## src/hdl/rsi_pkg.sv

```systemverilog
`default_nettype none

package rsi_pkg;

   localparam int ECHO_BITS      = 16;
   localparam int THRESHOLD_BITS = 11;
   localparam int DEBOUNCE_BITS  = 24;
   localparam int TIMEOUT_BITS   = 16;
   localparam int DIST_BITS      = 11;
   localparam int DIST_OUT_BITS  = 12;

   // distance = floor(echo * 343 / 20000), done as echo * ceil(343 * 2^31 / 20000) >> 31;
   // exact across the whole 16-bit echo range
   localparam int                  RECIP_BITS = 26;
   localparam int                  DIST_SHIFT = 31;
   localparam int                  PROD_BITS  = ECHO_BITS + RECIP_BITS;
   localparam logic [RECIP_BITS-1:0] DIST_RECIP = 26'd36829345;

   localparam logic [THRESHOLD_BITS-1:0] THRESHOLD_RESET = 11'd30;
   localparam logic [DEBOUNCE_BITS-1:0]  DEBOUNCE_RESET  = 24'd200000;
   localparam logic [TIMEOUT_BITS-1:0]   TIMEOUT_RESET   = 16'd30000;

   typedef enum logic [1:0] {
      KIND_ECHO    = 2'd0,
      KIND_TIMEOUT = 2'd1,
      KIND_ESTOP   = 2'd2,
      KIND_TICK    = 2'd3
   } req_kind_type;

   typedef struct packed {
      logic [THRESHOLD_BITS-1:0] threshold_cm;
      logic [DEBOUNCE_BITS-1:0]  debounce_us;
      logic [TIMEOUT_BITS-1:0]   echo_timeout_us;
   } cfg_type;

   typedef struct packed {
      req_kind_type          kind;
      logic [DIST_BITS-1:0]  range_cm;
   } item_type;

endpackage

`default_nettype wire

```

## src/hdl/rsi_csr.sv

```systemverilog
`default_nettype none

module rsi_csr
   import rsi_pkg::*;
(
   input  wire logic        clock,
   input  wire logic        reset,
   input  wire logic        csr_psel,
   input  wire logic        csr_penable,
   input  wire logic        csr_pwrite,
   input  wire logic [3:0]  csr_paddr,
   input  wire logic [31:0] csr_pwdata,
   output logic      [31:0] csr_prdata,
   output logic             csr_pready,
   output cfg_type          cfg
);

   localparam logic [1:0] REG_THRESHOLD = 2'd0;
   localparam logic [1:0] REG_DEBOUNCE  = 2'd1;
   localparam logic [1:0] REG_TIMEOUT   = 2'd2;

   cfg_type    cfg_ff;
   logic       wr_en;
   logic [1:0] reg_idx;

   assign csr_pready = 1'b1;
   assign reg_idx    = csr_paddr[3:2];
   assign wr_en      = csr_psel & csr_penable & csr_pwrite;
   assign cfg        = cfg_ff;

   always_ff @(posedge clock) begin
      if (reset) begin
         cfg_ff.threshold_cm    <= THRESHOLD_RESET;
         cfg_ff.debounce_us     <= DEBOUNCE_RESET;
         cfg_ff.echo_timeout_us <= TIMEOUT_RESET;
      end else if (wr_en) begin
         unique case (reg_idx)
            REG_THRESHOLD: cfg_ff.threshold_cm    <= csr_pwdata[THRESHOLD_BITS-1:0];
            REG_DEBOUNCE:  cfg_ff.debounce_us     <= csr_pwdata[DEBOUNCE_BITS-1:0];
            REG_TIMEOUT:   cfg_ff.echo_timeout_us <= csr_pwdata[TIMEOUT_BITS-1:0];
            default: ;
         endcase
      end
   end

   always_comb begin
      unique case (reg_idx)
         REG_THRESHOLD: csr_prdata = {{(32-THRESHOLD_BITS){1'b0}}, cfg_ff.threshold_cm};
         REG_DEBOUNCE:  csr_prdata = {{(32-DEBOUNCE_BITS){1'b0}}, cfg_ff.debounce_us};
         REG_TIMEOUT:   csr_prdata = {{(32-TIMEOUT_BITS){1'b0}}, cfg_ff.echo_timeout_us};
         default:       csr_prdata = '0;
      endcase
   end

endmodule

`default_nettype wire

```

## src/hdl/rsi_front.sv

```systemverilog
`default_nettype none

module rsi_front
   import rsi_pkg::*;
#(
   parameter int TIME_BITS = 48
) (
   input  wire logic                   clock,
   input  wire logic                   reset,
   input  wire logic                   req_valid,
   output logic                        req_ready,
   input  wire logic [1:0]             req_type,
   input  wire logic [ECHO_BITS-1:0]   req_echo_us,
   input  wire logic [TIME_BITS-1:0]   req_now_us,
   input  wire logic [TIMEOUT_BITS-1:0] echo_timeout_us,
   input  wire logic                   take,
   output logic                        item_valid,
   output item_type                    item,
   output logic      [TIME_BITS-1:0]   item_now_us
);

   logic                   valid_ff;
   logic                   valid_in;
   item_type               item_ff;
   item_type               item_in;
   logic [TIME_BITS-1:0]   now_ff;
   logic [PROD_BITS-1:0]   prod;
   logic                   accept;
   req_kind_type           kind;

   assign req_ready   = !valid_ff || take;
   assign accept      = req_valid && req_ready;
   assign valid_in    = accept || (valid_ff && !take);
   assign item_valid  = valid_ff;
   assign item        = item_ff;
   assign item_now_us = now_ff;

   assign kind = req_kind_type'(req_type);
   assign prod = PROD_BITS'(req_echo_us) * PROD_BITS'(DIST_RECIP);

   always_comb begin
      item_in.range_cm = prod[DIST_SHIFT +: DIST_BITS];
      // an echo beyond the limit behaves exactly like a sensor timeout
      if (kind == KIND_ECHO && req_echo_us > echo_timeout_us) begin
         item_in.kind = KIND_TIMEOUT;
      end else begin
         item_in.kind = kind;
      end
   end

   always_ff @(posedge clock) begin
      if (reset) begin
         valid_ff <= 1'b0;
      end else begin
         valid_ff <= valid_in;
      end
      if (accept) begin
         item_ff <= item_in;
         now_ff  <= req_now_us;
      end
   end

endmodule

`default_nettype wire

```

## src/hdl/rsi_core.sv

```systemverilog
`default_nettype none

module rsi_core
   import rsi_pkg::*;
#(
   parameter int TIME_BITS = 48
) (
   input  wire logic                        clock,
   input  wire logic                        reset,
   input  wire cfg_type                     cfg,
   input  wire logic                        item_valid,
   input  wire item_type                    item,
   input  wire logic [TIME_BITS-1:0]        item_now_us,
   output logic                             take,
   output logic                             rsp_valid,
   input  wire logic                        rsp_ready,
   output logic      [1:0]                  rsp_ride_state,
   output logic                             rsp_brake_on,
   output logic                             rsp_all_clear_on,
   output logic signed [DIST_OUT_BITS-1:0]  rsp_range_cm,
   output logic                             rsp_obstruction
);

   typedef enum logic [1:0] {
      MODE_CLEAR   = 2'd0,
      MODE_PROX    = 2'd1,
      MODE_ESTOP   = 2'd2,
      MODE_RESTART = 2'd3
   } mode_type;

   mode_type                        mode_ff, mode_in;
   logic                            obs_ff, obs_in;
   logic                            prev_obs_ff, prev_obs_in;
   logic                            prox_pend_ff, prox_pend_in;
   logic                            estop_pend_ff, estop_pend_in;
   logic [TIME_BITS-1:0]            last_estop_ff, last_estop_in;
   logic signed [DIST_OUT_BITS-1:0] dist_ff, dist_in;

   logic                            rsp_valid_ff;
   logic [1:0]                      state_out_ff;
   logic                            brake_ff;
   logic                            clear_ff;
   logic signed [DIST_OUT_BITS-1:0] dist_out_ff;
   logic                            obs_out_ff;

   logic [TIME_BITS-1:0]            gap;
   logic                            edge_ok;
   logic                            near;

   assign take = item_valid && (!rsp_valid_ff || rsp_ready);

   // wrap-around gap between e-stop edges
   assign gap     = item_now_us - last_estop_ff;
   assign edge_ok = gap > {{(TIME_BITS-DEBOUNCE_BITS){1'b0}}, cfg.debounce_us};
   assign near    = (item.range_cm != '0) && (item.range_cm < cfg.threshold_cm);

   always_comb begin
      mode_in       = mode_ff;
      obs_in        = obs_ff;
      prev_obs_in   = prev_obs_ff;
      prox_pend_in  = prox_pend_ff;
      estop_pend_in = estop_pend_ff;
      last_estop_in = last_estop_ff;
      dist_in       = dist_ff;
      unique case (item.kind)
         KIND_ECHO: begin
            dist_in     = {1'b0, item.range_cm};
            obs_in      = near;
            prev_obs_in = near;
            if (near && !prev_obs_ff) begin
               prox_pend_in = 1'b1;
            end
         end
         KIND_TIMEOUT: begin
            obs_in  = 1'b1;
            dist_in = '1;
         end
         KIND_ESTOP: begin
            if (edge_ok) begin
               last_estop_in = item_now_us;
               estop_pend_in = 1'b1;
            end
         end
         KIND_TICK: begin
            // rules apply in order, each seeing the mode left by the one before
            if ((mode_in == MODE_CLEAR || mode_in == MODE_RESTART) && prox_pend_in) begin
               prox_pend_in = 1'b0;
               mode_in      = MODE_PROX;
            end
            if (estop_pend_in) begin
               estop_pend_in = 1'b0;
               if (mode_in == MODE_CLEAR || mode_in == MODE_PROX) begin
                  mode_in = MODE_ESTOP;
               end else if (!obs_ff) begin
                  mode_in = MODE_CLEAR;
               end
            end
            if (mode_in == MODE_PROX && !obs_ff) begin
               mode_in = MODE_RESTART;
            end
         end
         default: ;
      endcase
   end

   always_ff @(posedge clock) begin
      if (reset) begin
         mode_ff       <= MODE_CLEAR;
         obs_ff        <= 1'b0;
         prev_obs_ff   <= 1'b0;
         prox_pend_ff  <= 1'b0;
         estop_pend_ff <= 1'b0;
         last_estop_ff <= '0;
         dist_ff       <= '1;
         rsp_valid_ff  <= 1'b0;
      end else begin
         rsp_valid_ff <= take || (rsp_valid_ff && !rsp_ready);
         if (take) begin
            mode_ff       <= mode_in;
            obs_ff        <= obs_in;
            prev_obs_ff   <= prev_obs_in;
            prox_pend_ff  <= prox_pend_in;
            estop_pend_ff <= estop_pend_in;
            last_estop_ff <= last_estop_in;
            dist_ff       <= dist_in;
         end
      end
      if (take) begin
         state_out_ff <= mode_in;
         brake_ff     <= (mode_in != MODE_CLEAR);
         clear_ff     <= (mode_in == MODE_CLEAR);
         dist_out_ff  <= dist_in;
         obs_out_ff   <= obs_in;
      end
   end

   assign rsp_valid        = rsp_valid_ff;
   assign rsp_ride_state   = state_out_ff;
   assign rsp_brake_on     = brake_ff;
   assign rsp_all_clear_on = clear_ff;
   assign rsp_range_cm     = dist_out_ff;
   assign rsp_obstruction  = obs_out_ff;

endmodule

`default_nettype wire

```

## src/hdl/ride_safety_interlock.sv

```systemverilog
`default_nettype none

// Ride safety interlock. Every item on the req_ channel gives exactly one result on the
// rsp_ channel: the ride state, brake and all-clear lamps, the latest distance (-1 after a
// sensor timeout) and the obstruction flag, all as they stand after that item. One item is
// taken every clock cycle unless a result waits with rsp_ready low. The echo-to-distance
// multiply sits in front of the input register, and the state update feeds the result
// register. The result register holds a waiting result while the next item is still
// accepted into the input register. The user writes configuration through the csr_ port
// only while no item is in flight; the block itself does not enforce this.

module ride_safety_interlock
   import rsi_pkg::*;
#(
   parameter int TIME_BITS = 48
) (
   input  wire logic                        clock,
   input  wire logic                        reset,
   input  wire logic                        req_valid,
   output logic                             req_ready,
   input  wire logic [1:0]                  req_type,
   input  wire logic [ECHO_BITS-1:0]        req_echo_us,
   input  wire logic [TIME_BITS-1:0]        req_now_us,
   output logic                             rsp_valid,
   input  wire logic                        rsp_ready,
   output logic      [1:0]                  rsp_ride_state,
   output logic                             rsp_brake_on,
   output logic                             rsp_all_clear_on,
   output logic signed [DIST_OUT_BITS-1:0]  rsp_range_cm,
   output logic                             rsp_obstruction,
   input  wire logic                        csr_psel,
   input  wire logic                        csr_penable,
   input  wire logic                        csr_pwrite,
   input  wire logic [3:0]                  csr_paddr,
   input  wire logic [31:0]                 csr_pwdata,
   output logic      [31:0]                 csr_prdata,
   output logic                             csr_pready
);

   cfg_type              cfg;
   logic                 take;
   logic                 item_valid;
   item_type             item;
   logic [TIME_BITS-1:0] item_now_us;

   rsi_csr u_csr (
      .clock       (clock),
      .reset       (reset),
      .csr_psel    (csr_psel),
      .csr_penable (csr_penable),
      .csr_pwrite  (csr_pwrite),
      .csr_paddr   (csr_paddr),
      .csr_pwdata  (csr_pwdata),
      .csr_prdata  (csr_prdata),
      .csr_pready  (csr_pready),
      .cfg         (cfg)
   );

   rsi_front #(
      .TIME_BITS (TIME_BITS)
   ) u_front (
      .clock           (clock),
      .reset           (reset),
      .req_valid       (req_valid),
      .req_ready       (req_ready),
      .req_type        (req_type),
      .req_echo_us     (req_echo_us),
      .req_now_us      (req_now_us),
      .echo_timeout_us (cfg.echo_timeout_us),
      .take            (take),
      .item_valid      (item_valid),
      .item            (item),
      .item_now_us     (item_now_us)
   );

   rsi_core #(
      .TIME_BITS (TIME_BITS)
   ) u_core (
      .clock            (clock),
      .reset            (reset),
      .cfg              (cfg),
      .item_valid       (item_valid),
      .item             (item),
      .item_now_us      (item_now_us),
      .take             (take),
      .rsp_valid        (rsp_valid),
      .rsp_ready        (rsp_ready),
      .rsp_ride_state   (rsp_ride_state),
      .rsp_brake_on     (rsp_brake_on),
      .rsp_all_clear_on (rsp_all_clear_on),
      .rsp_range_cm     (rsp_range_cm),
      .rsp_obstruction  (rsp_obstruction)
   );

endmodule

`default_nettype wire
```

## config.mk

```make
export PLATFORM = sky130hd
export DESIGN_NAME = ride_safety_interlock
export DESIGN_NICKNAME = d
export VERILOG_FILES = /design/src/hdl/rsi_pkg.sv /design/src/hdl/rsi_csr.sv /design/src/hdl/rsi_front.sv /design/src/hdl/rsi_core.sv /design/src/hdl/ride_safety_interlock.sv
export SDC_FILE = /design/constraint.sdc
export NUM_CORES = 1
export LEC_CHECK = 0
export BUFFER_PORTS_ARGS = -buffer_cell sky130_fd_sc_hd__buf_2
export CAP_MARGIN = 10
export CORE_MARGIN = 3
export CORE_UTILIZATION = 60
export CTS_BUF_LIST = sky130_fd_sc_hd__clkbuf_16
export DETAILED_ROUTE_END_ITERATION = 10
export PLACE_DENSITY = 0.82
export SLEW_MARGIN = 20
export SYNTH_ARGS = -nofsm -noshare
export SYNTH_HDL_FRONTEND = slang
export SYNTH_SLANG_ARGS = --single-unit
```

## constraint.sdc

```tcl
create_clock -name clock -period 8.4 [get_ports clock]
set_input_delay 1.68 -clock clock [delete_from_list [all_inputs] [get_ports clock]]
set_output_delay 1.68 -clock clock [all_outputs]
set_load 0.02 [all_outputs]
```

# ---- After elaboration in Yosys (flattened, before gate mapping)
# Index checks and enable logic that the tools add are counted.
dict set report word_totals {
  regBits 197
  latchBits 0
  mem_bits_rw 0
  mem_bits_ro 0
  inputBits 109
  output_inout_bits 52
  n_memories 0
}
dict set report op_classes {
  n_addsub 1
  mul 1
  n_div 0
  n_lt_le_gt_ge 3
  n_eq_ne 11
  shifts 0
  n_mux 16
  bitwise 2
  n_reduce_logical 38
}
# cell count
set op_table {}
lappend op_table {{24-bit case mux with 3 select lines} 1}
lappend op_table {{48-bit by 24-bit greater-than comparator with 1-bit output} 1}
lappend op_table {{48-bit subtractor} 1}
lappend op_table {{16-bit by 26-bit multiplier with 42-bit output (second input constant)} 1}
lappend op_table {{12-bit case mux with 2 select lines} 1}
lappend op_table {{16-bit greater-than comparator} 1}
lappend op_table {{2-bit 2-to-1 mux} 8}
lappend op_table {{2-bit logical NOT} 6}
lappend op_table {{11-bit < comparator} 1}
lappend op_table {{11-bit nonzero test} 1}
lappend op_table {{1-bit logical AND} 9}
lappend op_table {{2-bit by 1-bit equality test with 1-bit output (second input constant)} 4}
lappend op_table {{2-bit equality test (second input constant)} 4}
lappend op_table {{2-bit AND reduction} 4}
lappend op_table {{1-bit logical NOT} 6}
lappend op_table {{1-bit logical OR} 6}
lappend op_table {{2-bit by 1-bit != test with 1-bit output (second input constant)} 3}
lappend op_table {{1-bit case mux with 2 select lines} 3}
lappend op_table {{3-bit AND reduction} 2}
lappend op_table {{2-bit nonzero test} 3}
lappend op_table {{4-bit AND reduction} 1}
lappend op_table {{1-bit 2-to-1 mux} 3}
lappend op_table {{1-bit bitwise AND} 2}

# ---- Logic depth before layout (Yosys ltp)
# Gate-level depths: netlist of run 1.
dict set report depth {
  depth_word 15
  ltp_mapped 25
  mapped_depth_nobuf 24
}

# ---- Modules after synthesis
# A second synthesis of run 1 with hierarchy kept.
dict set report unflattened {
  hier_cells 2011
  hier_area_um2 18411.4
}
# mod instances cells_per_inst area_each_um2 seq_area_each_um2
set by_module_without_submodules {}
lappend by_module_without_submodules {rsi_front 1 729 7936.4 1851.8}
lappend by_module_without_submodules {rsi_core 1 1007 7928.9 1851.8}
lappend by_module_without_submodules {rsi_csr 1 275 2546.2 1021.0}

# ---- Least setup slack after synthesis of run 1
# Ideal clock, no wire load.
dict set report synth_timing {
  path_type {input to register}
  startpoint {in req_echo_us[4]}
  endpoint {reg u_front.item_ff (netlist bit u_front.item[10]) (data pin)}
  t_arrival_ns 6.941
  required_time_ns 8.143
  slack_ns 1.203
  cell_stages 21
  cell_sequence {fa_1 > inv_1 > fa_1 > inv_1 > fa_1 > fa_1 > fa_1 > fa_1 > inv_1 > ha_1 > nand3_1 > o22ai_1 > o21a_1 > o21ai_0 > nand4_1 > a31oi_1 > nor2_1 > a211oi_1 > o21ai_0 > a31o_2 > xor2_1}
}
# element line_no
set synth_rtl {}
lappend synth_rtl {{from (decl)} ride_safety_interlock.sv:22} ;# input wire logic [ECHO_BITS-1:0] req_echo_us,
lappend synth_rtl {{to (signal assigned)} rsi_front.sv:58} ;# item_ff <= item_in;
lappend synth_rtl {{to (decl)} rsi_front.sv:24} ;# item_type item_ff;

==> results_dict.tcl, run 1 <==
set metrics [dict create \
    io_buffers 141 \
    dr.pass1.iters 5 \
    drv_cap 0 \
    wire_per_inst_um 17.68 \
    pre_cts_slack_ps 446.8 \
    ir_drop_mv 0.2191 \
    htreeDepth 4 \
    hold_path_class "register to register" \
    synth_mux_area_share_pct 3.993 \
    rsz0062_at_grt "false" \
    worst_slack_ps 851.7 \
    startpoint_type "input port" \
    final_cell_mix "316 x inv_1, 254 x ha_1, 182 x nand2_1" \
    cts_root_buf "clkbuf_16" \
    synth_compound_area_share_pct 14.03 \
    antenna_found_initial 1 \
    fill_cells 2281 \
    grt_max_degree 116 \
    cts_tree "yes" \
    cts_buffers 17 \
    grt.total_usage_pct 27.93 \
    yosys.area_share.simple_pct 15.54 \
    area_growth_pct 9.041 \
    drtIter0Drc 1065 \
    synthAdderAreaFrac_pct 29.33 \
    max_slew_margin_pct 27.19 \
    drive_above_1_share_pct 10.38 \
    vias_per_cell 5.819 \
    synth_xor_xnor_area_share_pct 1.919 \
    synth_edf_count 78 \
    mostFrequentLayoutCell "inv_1" \
    cts-resized-gates 0 \
    ctsLongestPathBuffers 2 \
    vias 14465 \
    worstSetupPathType "input port to register" \
    ys_types 79 \
    place_congestion 0.9419 \
    drc 0 \
    die_area_um2 31760 \
    crit_path_end_kind "register" \
    cp.arrival_ps 7750 \
    yosysWarningCount 0 \
    cts.sinks 197 \
    cts_setup_buffers 0 \
    min_period_ps 7548 \
    ys_seq_area_share_pct 26.55 \
    final_nets 2553 \
    slew_viol_final 0 \
    synth_flop_cell "dfxtp_1" \
    hold_viol 0 \
    io_pins 161 \
    core_um2 28940 \
    ant_nets 0 \
    syn_avg_cell_area_um2 8.993 \
    grt_pass1_wl_mm 70.77 \
    final_cell_area_um2 19410 \
    clock_latency_ps 450 \
    synthCells 1979 \
    p_leak_uw 0.008737 \
    tightest_slew_ps 1087 \
    async_reset_ff_share_pct 0 \
    tns_ps 0 \
    dpl.hpwl_mm 34.25 \
    placed_area_um2 18800 \
    post-route-period-util_pct 89.86 \
    grt_pass1_vias 14536 \
    p_per_area_nw_per_um2 223.9 \
    finalSetupViolations 0 \
    clkSlewWorstSetupHoldPaths_ps 80 \
    overflow 0 \
    path_max_fanout 8 \
    ys_seq_elements 197 \
    synth_area_um2 17800 \
    postCtsHoldBufs 0 \
    die_w_um 178.2 \
    cp.required_ps 8600 \
    die_h_um 178.2 \
    skew_ps 12.87 \
    status "complete, no violations" \
    rows 62 \
    synth_top_family_by_area "adder cells" \
    wirelength_mm 43.95 \
    fmax_ghz 0.1325 \
    initial_core_util_pct 61.51 \
]
metal layers:
metal	track usage (%)	vias up	routed length (um)
met5	0	-	0
met4	10.03	0	1416
met3	5.343	108	3190
met2	45.43	517	20170
met1	37.29	6930	19180
li1	-	6910	-
final cells by class:
type | instances | area (um^2) | share of cell area [%]
Timing Repair Buffer | 156 | 820.8 | 4.230
Multi-Input combinational cell | 1399 | 11590 | 59.70
Tap cell | 384 | 480.5 | 2.476
Clock buffer | 19 | 475.5 | 2.450
Antenna cell | 1 | 2.502 | 0.01289
Sequential cell | 197 | 4725 | 24.35
Inverter | 317 | 1190 | 6.132
Clock inverter | 13 | 126.4 | 0.6512
worst paths after layout:
check | start | end | slack (ps) | cells after the start
setup / recovery | req_echo_us[11] | u_front.item[10] | 850 | 22
hold / removal | u_core.dist_ff[6] | u_core.dist_ff[6] | 470 | 2
setup reg to reg | u_front.item_now_us[0] | u_core.last_estop_ff[1] | 2450 | 22
hold reg to reg | u_core.dist_ff[6] | u_core.dist_ff[6] | 470 | 2
synthesized netlist by cell type (15+ instances only):
library cell / instances / area [um^2]
nand3b_1: 18 / 135.1
nand3_1: 18 / 90.09
o21ai_0: 71 / 355.3
mux2i_1: 65 / 650.6
xor2_1: 15 / 131.4
clkbuf_1: 52 / 195.2
xnor2_1: 24 / 210.2
dfxtp_1: 119 / 2382
a211o_1: 31 / 271.5
edfxtp_1: 78 / 2342
nor2_1: 80 / 300.3
a21oi_1: 121 / 605.6
nor2b_1: 25 / 156.4
nand2_1: 182 / 683.2
ha_1: 254 / 3178
nor3_1: 18 / 90.09
nand4_1: 32 / 200.2
a21o_1: 28 / 210.2
inv_1: 316 / 1186
fa_1: 102 / 2042
o21a_1: 20 / 150.1
nand2b_1: 108 / 675.7
where the power goes:
group	total, uW	switching, uW	internal [uW]	leakage, uW
registers	1130	48.2	1080	0.00171
logic	2380	1360	1020	0.00672
clock network	834	405	429	0.000300
cells by family (layout without fill, tap and decap cells):
family	count (synthesis)	in the layout
AND/OR/NAND/NOR	543	543
buffers and inverters	390	505
AO/OA/AOI/OAI	382	382
adder cells (fa/ha/maj)	356	356
flip-flops	197	197
multiplexers	70	70
XOR/XNOR	39	39
other	2	10
state kept, by name, summed over array words and instances, names as in the netlist:
register / cells
u_core.prox_pend_ff: 1
u_core.estop_pend_ff: 1
u_core.rsp_brake_on: 1
u_core.rsp_valid: 1
u_front.item: 13
u_core.last_estop_ff: 48
u_front.item_valid: 1
u_core.dist_ff: 12
u_front.item_now_us: 48
u_csr.cfg: 51
u_core.obs_ff: 1
u_core.rsp_ride_state: 2
u_core.rsp_range_cm: 12
u_core.rsp_all_clear_on: 1
u_core.rsp_obstruction: 1
u_core.mode_ff: 2
u_core.prev_obs_ff: 1
through the flow:
step / cells / hold WS [ps] / power [uW] / util, %
after global routing: 2486 / 498.1 / 4752 / 67.07
after floorplan: 1986 / 432.6 / 2929 / -
final: 2486 / 468.8 / 4346 / 67.07
after CTS: 2485 / 468.5 / 4346 / 67.06
after detailed placement: 2453 / 448.1 / 3496 / 64.98
after global placement: 2453 / 442.9 / 3375 / 64.98
critical path: stages:
cell	delay [ps]
buf_2	220
fa_1	690
inv_1	90
fa_1	480
fa_1	520
inv_1	50
fa_1	540
inv_1	70
fa_1	530
fa_1	550
inv_1	40
ha_1	330
a21oi_1	140
o22ai_1	100
o21ai_0	150
nand4_1	100
a31oi_1	220
nor2_1	170
a211oi_1	420
o21ai_0	230
a31o_2	290
xor2_1	140
Note: power is estimated with default switching activity, not from simulation.
==> run 2: changes to the inputs <==
--- a/config.mk
+++ b/config.mk
@@ -7,6 +7,7 @@
 export LEC_CHECK = 0
 export BUFFER_PORTS_ARGS = -buffer_cell sky130_fd_sc_hd__buf_2
 export CAP_MARGIN = 10
+export CORE_ASPECT_RATIO = 0.75
 export CORE_MARGIN = 3
 export CORE_UTILIZATION = 60
 export CTS_BUF_LIST = sky130_fd_sc_hd__clkbuf_16
==> results_dict.tcl, run 2 (synthesis gave the netlist of run 1 again) <==
set metrics [dict create \
    cts.sinks 197 \
    drtIter0Drc 1393 \
    largest_reg_flops 51 \
    htreeDepth 4 \
    cts-resized-gates 0 \
    io_pins 161 \
    ctsLongestPathBuffers 2 \
    pwr-share-seq_pct 25.1 \
    rows 53 \
    drc 0 \
    wirelength_mm 45.74 \
    worstSetupPathType "input port to register" \
    final_cell_mix "316 x inv_1, 254 x ha_1, 182 x nand2_1" \
    core_um2 28580 \
    overflow 0 \
    final_nets 2553 \
    cp.required_ps 8620 \
    finalSetupViolations 0 \
    postCtsHoldBufs 0 \
    antennaDiodeCount 0 \
    initial_core_util_pct 62.27 \
    switching_share_pct 43.31 \
    cts_setup_buffers 0 \
    grt_max_degree 121 \
    dpl.hpwl_mm 36.55 \
    hold_depth 2 \
    reg2reg_from "u_front.item_now_us[0]" \
    pwr-share-clk_pct 19.0 \
    tns_ps 0 \
    io_buffers 141 \
    die_w_um 204.9 \
    die_area_um2 31790 \
    skew_ps 13.98 \
    vias_per_cell 5.831 \
    post-route-period-util_pct 90.33 \
    p_sw_uw 1953 \
    grt_pass1_vias 13974 \
    tightest_slew_ps 998.7 \
    max_slew_margin_pct 33.12 \
    reg2reg_depth 23 \
    vias 14495 \
    startpoint_type "input port" \
    grt_pass1_wl_mm 73.29 \
    crit_path_end_kind "register" \
    cp.arrival_ps 7810 \
    p_leak_uw 0.008734 \
    wire_per_inst_um 18.40 \
    pwr-share-comb_pct 56.0 \
    rr_endpoint "u_core.last_estop_ff[17]" \
    hold_path_class "register to register" \
    p_int_uw 2557 \
    p_per_area_nw_per_um2 232.2 \
    drive_above_1_share_pct 10.38 \
    dr.pass1.iters 5 \
    r2r_setup_slack_ps 2490 \
    place_congestion 0.9823 \
    area_growth_pct 9.167 \
    cts_root_buf "clkbuf_16" \
    ant_nets 0 \
    path_max_fanout 4 \
    hold_viol 0 \
    fill_cells 2332 \
    worst_slack_ps 812.0 \
    die_h_um 155.2 \
    clock_latency_ps 470 \
    slew_viol_final 0 \
    pre_cts_slack_ps 370.0 \
    min_to "u_core.dist_ff[4]" \
    antenna_found_initial 1 \
    mostFrequentLayoutCell "inv_1" \
    clkSlewWorstSetupHoldPaths_ps 80 \
    dp.cells 2453 \
    min_period_ps 7588 \
    grt.total_usage_pct 29.24 \
    ir_drop_mv 0.3787 \
    cts_buffers 17 \
    cts_tree "yes" \
    min_from "u_core.dist_ff[4]" \
    drv_cap 0 \
    total_power_uw 4510 \
    final_cells 2486 \
    status "complete, no violations" \
    rsz0062_at_grt "false" \
    fmax_ghz 0.1318 \
]
## run 2: metrics by stage
step | util, % | cell area (um^2) | hold slack, ps
4_1_cts | 67.91 | 19410 | 469.9
5_1_grt | 67.98 | 19430 | 485.5
3_5_place_dp | 65.76 | 18800 | 447.7
6_report | 67.98 | 19430 | 469.2
3_3_place_gp | 65.76 | 18800 | 443.6
2_1_floorplan | - | 17820 | 432.6
## run 2: cell type report
cell class	instances	area, um^2	share of cell area [%]
Clock buffer	17	425.4	2.190
Clock inverter	15	187.7	0.9660
Inverter	317	1190	6.124
Multi-Input combinational cell	1399	11590	59.63
Sequential cell	197	4725	24.32
Tap cell	385	481.7	2.479
Timing Repair Buffer	156	833.3	4.289
## run 2: metal layers
layer | track usage (%) | share of wire (%) | vias to the layer above
li1 | - | - | 6909
met1 | 44.50 | 47 | 6922
met2 | 42.49 | 42 | 600
met3 | 6.672 | 9.4 | 62
met4 | 6.439 | 1.7 | 2
met5 | 0 | 0.028 | -
## run 2: worst max-delay path by stage
stage                                from               end  slack (ps)  cells after the start
after floorplan            req_echo_us[4]  u_front.item[10]        1200                     21
after global placement    req_echo_us[10]  u_front.item[10]         480                     22
after detailed placement  req_echo_us[10]  u_front.item[10]         370                     22
after CTS                 req_echo_us[10]  u_front.item[10]         810                     22
after global routing      req_echo_us[10]  u_front.item[10]         460                     22
final                     req_echo_us[10]  u_front.item[10]         810                     22
## run 2: power groups by stage
stage               Sequential (uW)  Clock, uW  Combinational (uW)
CTS                            1130        864                2490
finish                         1130        856                2520
global route                   1140        897                2870
global placement               1150          0                2330
floorplan                      1140          0                1790
detailed placement             1150          0                2470
## run 2: worst max-delay path, stage by stage
cell      delay (ps)
buf_2            110
fa_1             740
inv_1            100
fa_1             500
fa_1             550
inv_1             70
fa_1             550
inv_1             60
fa_1             510
fa_1             550
inv_1             40
ha_1             330
a21oi_1          140
o22ai_1          140
o21ai_0          200
nand4_1          100
a31oi_1          150
nor2_1           150
a211oi_1         440
o21ai_0          250
a31o_2           300
xor2_1           140
==> run 3: changes to the inputs <==
--- a/config.mk
+++ b/config.mk
@@ -5,6 +5,7 @@
 export SDC_FILE = /design/constraint.sdc
 export NUM_CORES = 1
 export LEC_CHECK = 0
+export ABC_AREA = 1
 export BUFFER_PORTS_ARGS = -buffer_cell sky130_fd_sc_hd__buf_2
 export CAP_MARGIN = 10
 export CORE_ASPECT_RATIO = 0.75
==> results_dict.tcl, run 3 <==
set metrics [dict create \
    grt_pass1_wl_mm 79.45 \
    antenna_found_initial 4 \
    drtIter0Drc 2015 \
    post-route-period-util_pct 82.26 \
    busiest_layer "met1" \
    yosys.area.top_type "ha_1" \
    p_leak_uw 0.01033 \
    wirelength_mm 50.86 \
    startpoint_type "input port" \
    slowest_delay_ps 640 \
    area_growth_pct 8.754 \
    place_congestion 1.020 \
    cts_root_buf "clkbuf_16" \
    fin_hold_ws_ps 479.8 \
    total_power_uw 5131 \
    grt.total_usage_pct 30.72 \
    overflow 0 \
    fill_cells 2485 \
    hold_viol 0 \
    cts-resized-gates 0 \
    cp.arrival_ps 7130 \
    yosysWarningCount 0 \
    final_cell_mix "555 x inv_1, 517 x nand2_1, 270 x nor2_1" \
    ant_nets 0 \
    cp_cell_sequence "buf_2, inv_1, fa_1, fa_1, fa_1, inv_1, fa_1, inv_1, fa_1, fa_1, inv_1, ha_1, a21oi_1, o21a_1, o21ai_0, a221oi_1, a21oi_1, xor2_1" \
    use_met1_pct 45.83 \
    slew_viol_final 0 \
    skew_ps 14.53 \
    die_area_um2 32790 \
    final_nets 3082 \
    vias_per_cell 5.471 \
    wire_per_inst_um 16.79 \
    rows 54 \
    tightest_slew_ps 1079 \
    syn_avg_cell_area_um2 7.361 \
    synth.most_common_cell "inv_1" \
    cts.sinks 197 \
    ys_seq_elements 197 \
    path_max_fanout 9 \
    worst_slack_ps 1490 \
    mostFrequentLayoutCell "inv_1" \
    cp.required_ps 8620 \
    cts_setup_buffers 0 \
    die_w_um 208.1 \
    postCtsHoldBufs 0 \
    p_per_area_nw_per_um2 256.7 \
    die_h_um 157.6 \
    use_met3_pct 7.865 \
    synth_flop_cell "dfxtp_1" \
    drv_cap 0 \
    fmax_ghz 0.1447 \
    crit_path_end_kind "register" \
    max_slew_margin_pct 27.97 \
    synth_edf_count 78 \
    yosys-top-cells-area "ha_1 17%, dfxtp_1 13%, edfxtp_1 13%" \
    grt_max_degree 68 \
    cpMostUsedCell "fa_1" \
    ir_drop_mv 0.2423 \
    async_reset_ff_share_pct 0 \
    grt_pass1_vias 15284 \
    io_pins 161 \
    status "complete, no violations" \
    vias 16576 \
    cts_tree "yes" \
    largest_reg_flops 51 \
    worstSetupPathType "input port to register" \
    dpl.hpwl_mm 40.89 \
    cts_buffers 17 \
    finalSetupViolations 0 \
    min_period_ps 6910 \
    ys_seq_area_share_pct 25.70 \
    drc 0 \
    crit_slowest_cell "fa_1" \
    io_buffers 141 \
    synth_area_um2 18380 \
    ys_types 48 \
    grt.met2_usage_pct 44.80 \
    synthCells 2497 \
    core_um2 29590 \
    pre_cts_slack_ps 1072 \
    initial_core_util_pct 62.11 \
    synth_top_cell_area_share_pct 17.29 \
    dr.pass1.iters 6 \
    tns_ps 0 \
    htreeDepth 4 \
    hold_path_class "register to register" \
    ys_top_cells_by_count "556 x inv_1, 517 x nand2_1, 271 x nor2_1" \
    ctsLongestPathBuffers 2 \
    rsz0062_at_grt "false" \
    clkSlewWorstSetupHoldPaths_ps 70 \
    drive_above_1_share_pct 7.871 \
    clock_latency_ps 480 \
]
-- run 3: changes by cell type after synthesis, moves of 48 or more --
cell	delta
nand2b_1	-108
mux2i_1	-65
nand3_1	+100
nand2_1	+335
inv_1	+240
nor2_1	+191
a21oi_1	+48
-- run 3: cell type report --
class	instances	area, um^2	area share (%)
multi-input combinational	1691	11310	56.59
sequential	197	4725	23.63
inverter	562	2110	10.55
timing repair buffer	148	758.2	3.793
tap	392	490.5	2.454
clock buffer	17	425.4	2.128
clock inverter	15	148.9	0.7448
antenna	8	20.02	0.1001
-- run 3: path summary, 6_finish.rpt --
check	from	to	slack, ps	cells past startpoint
setup / recovery	req_echo_us[13]	u_front.item[9]	1490	18
hold / removal	u_front.item_valid	u_core.rsp_valid	480	2
setup reg to reg	u_front.item_now_us[0]	u_core.last_estop_ff[12]	3570	28
hold reg to reg	u_front.item_valid	u_core.rsp_valid	480	2
-- run 3: per-layer routing --
layer / vias up / routed length, um
met5: - / 0
met2: 813 / 20800
met4: 0 / 1042
met3: 81 / 5955
li1: 8104 / -
met1: 7578 / 23060
-- run 3: per-stage QoR --
step	utilization [%]	cells	area (um^2)
2_1_floorplan	-	2504	18410
3_3_place_gp	65.54	2990	19400
3_5_place_dp	65.54	2990	19400
4_1_cts	67.48	3022	19970
5_1_grt	67.52	3026	19980
6_report	67.55	3030	19990
-- run 3: power breakdown --
part	internal (uW)	total, uW	switching, uW
sequential	1090	1130	41.0
combinational	1150	3170	2020
clock	417	829	412
-- run 3: cell families after synthesis --
kind of cell               after synthesis  share of synthesized area [%]
adders and majority gates              356                          28.40
buffers and inverters                  616                          12.96
xor gates and xnor gates                31                          1.477
other                                    2                        0.04086
DFF                                    197                          25.70
and+or+nand+nor                        964                          21.30
AOI/OAI and AO/OA                      331                          10.12
-- run 3: critical path, delay by kind of cell --
kind | cells | cell delay, ps
AO/OA/AOI/OAI | 5 | 1060
XOR/XNOR | 1 | 160
adder cells (fa/ha/maj) | 7 | 3550
buffers and inverters | 5 | 650
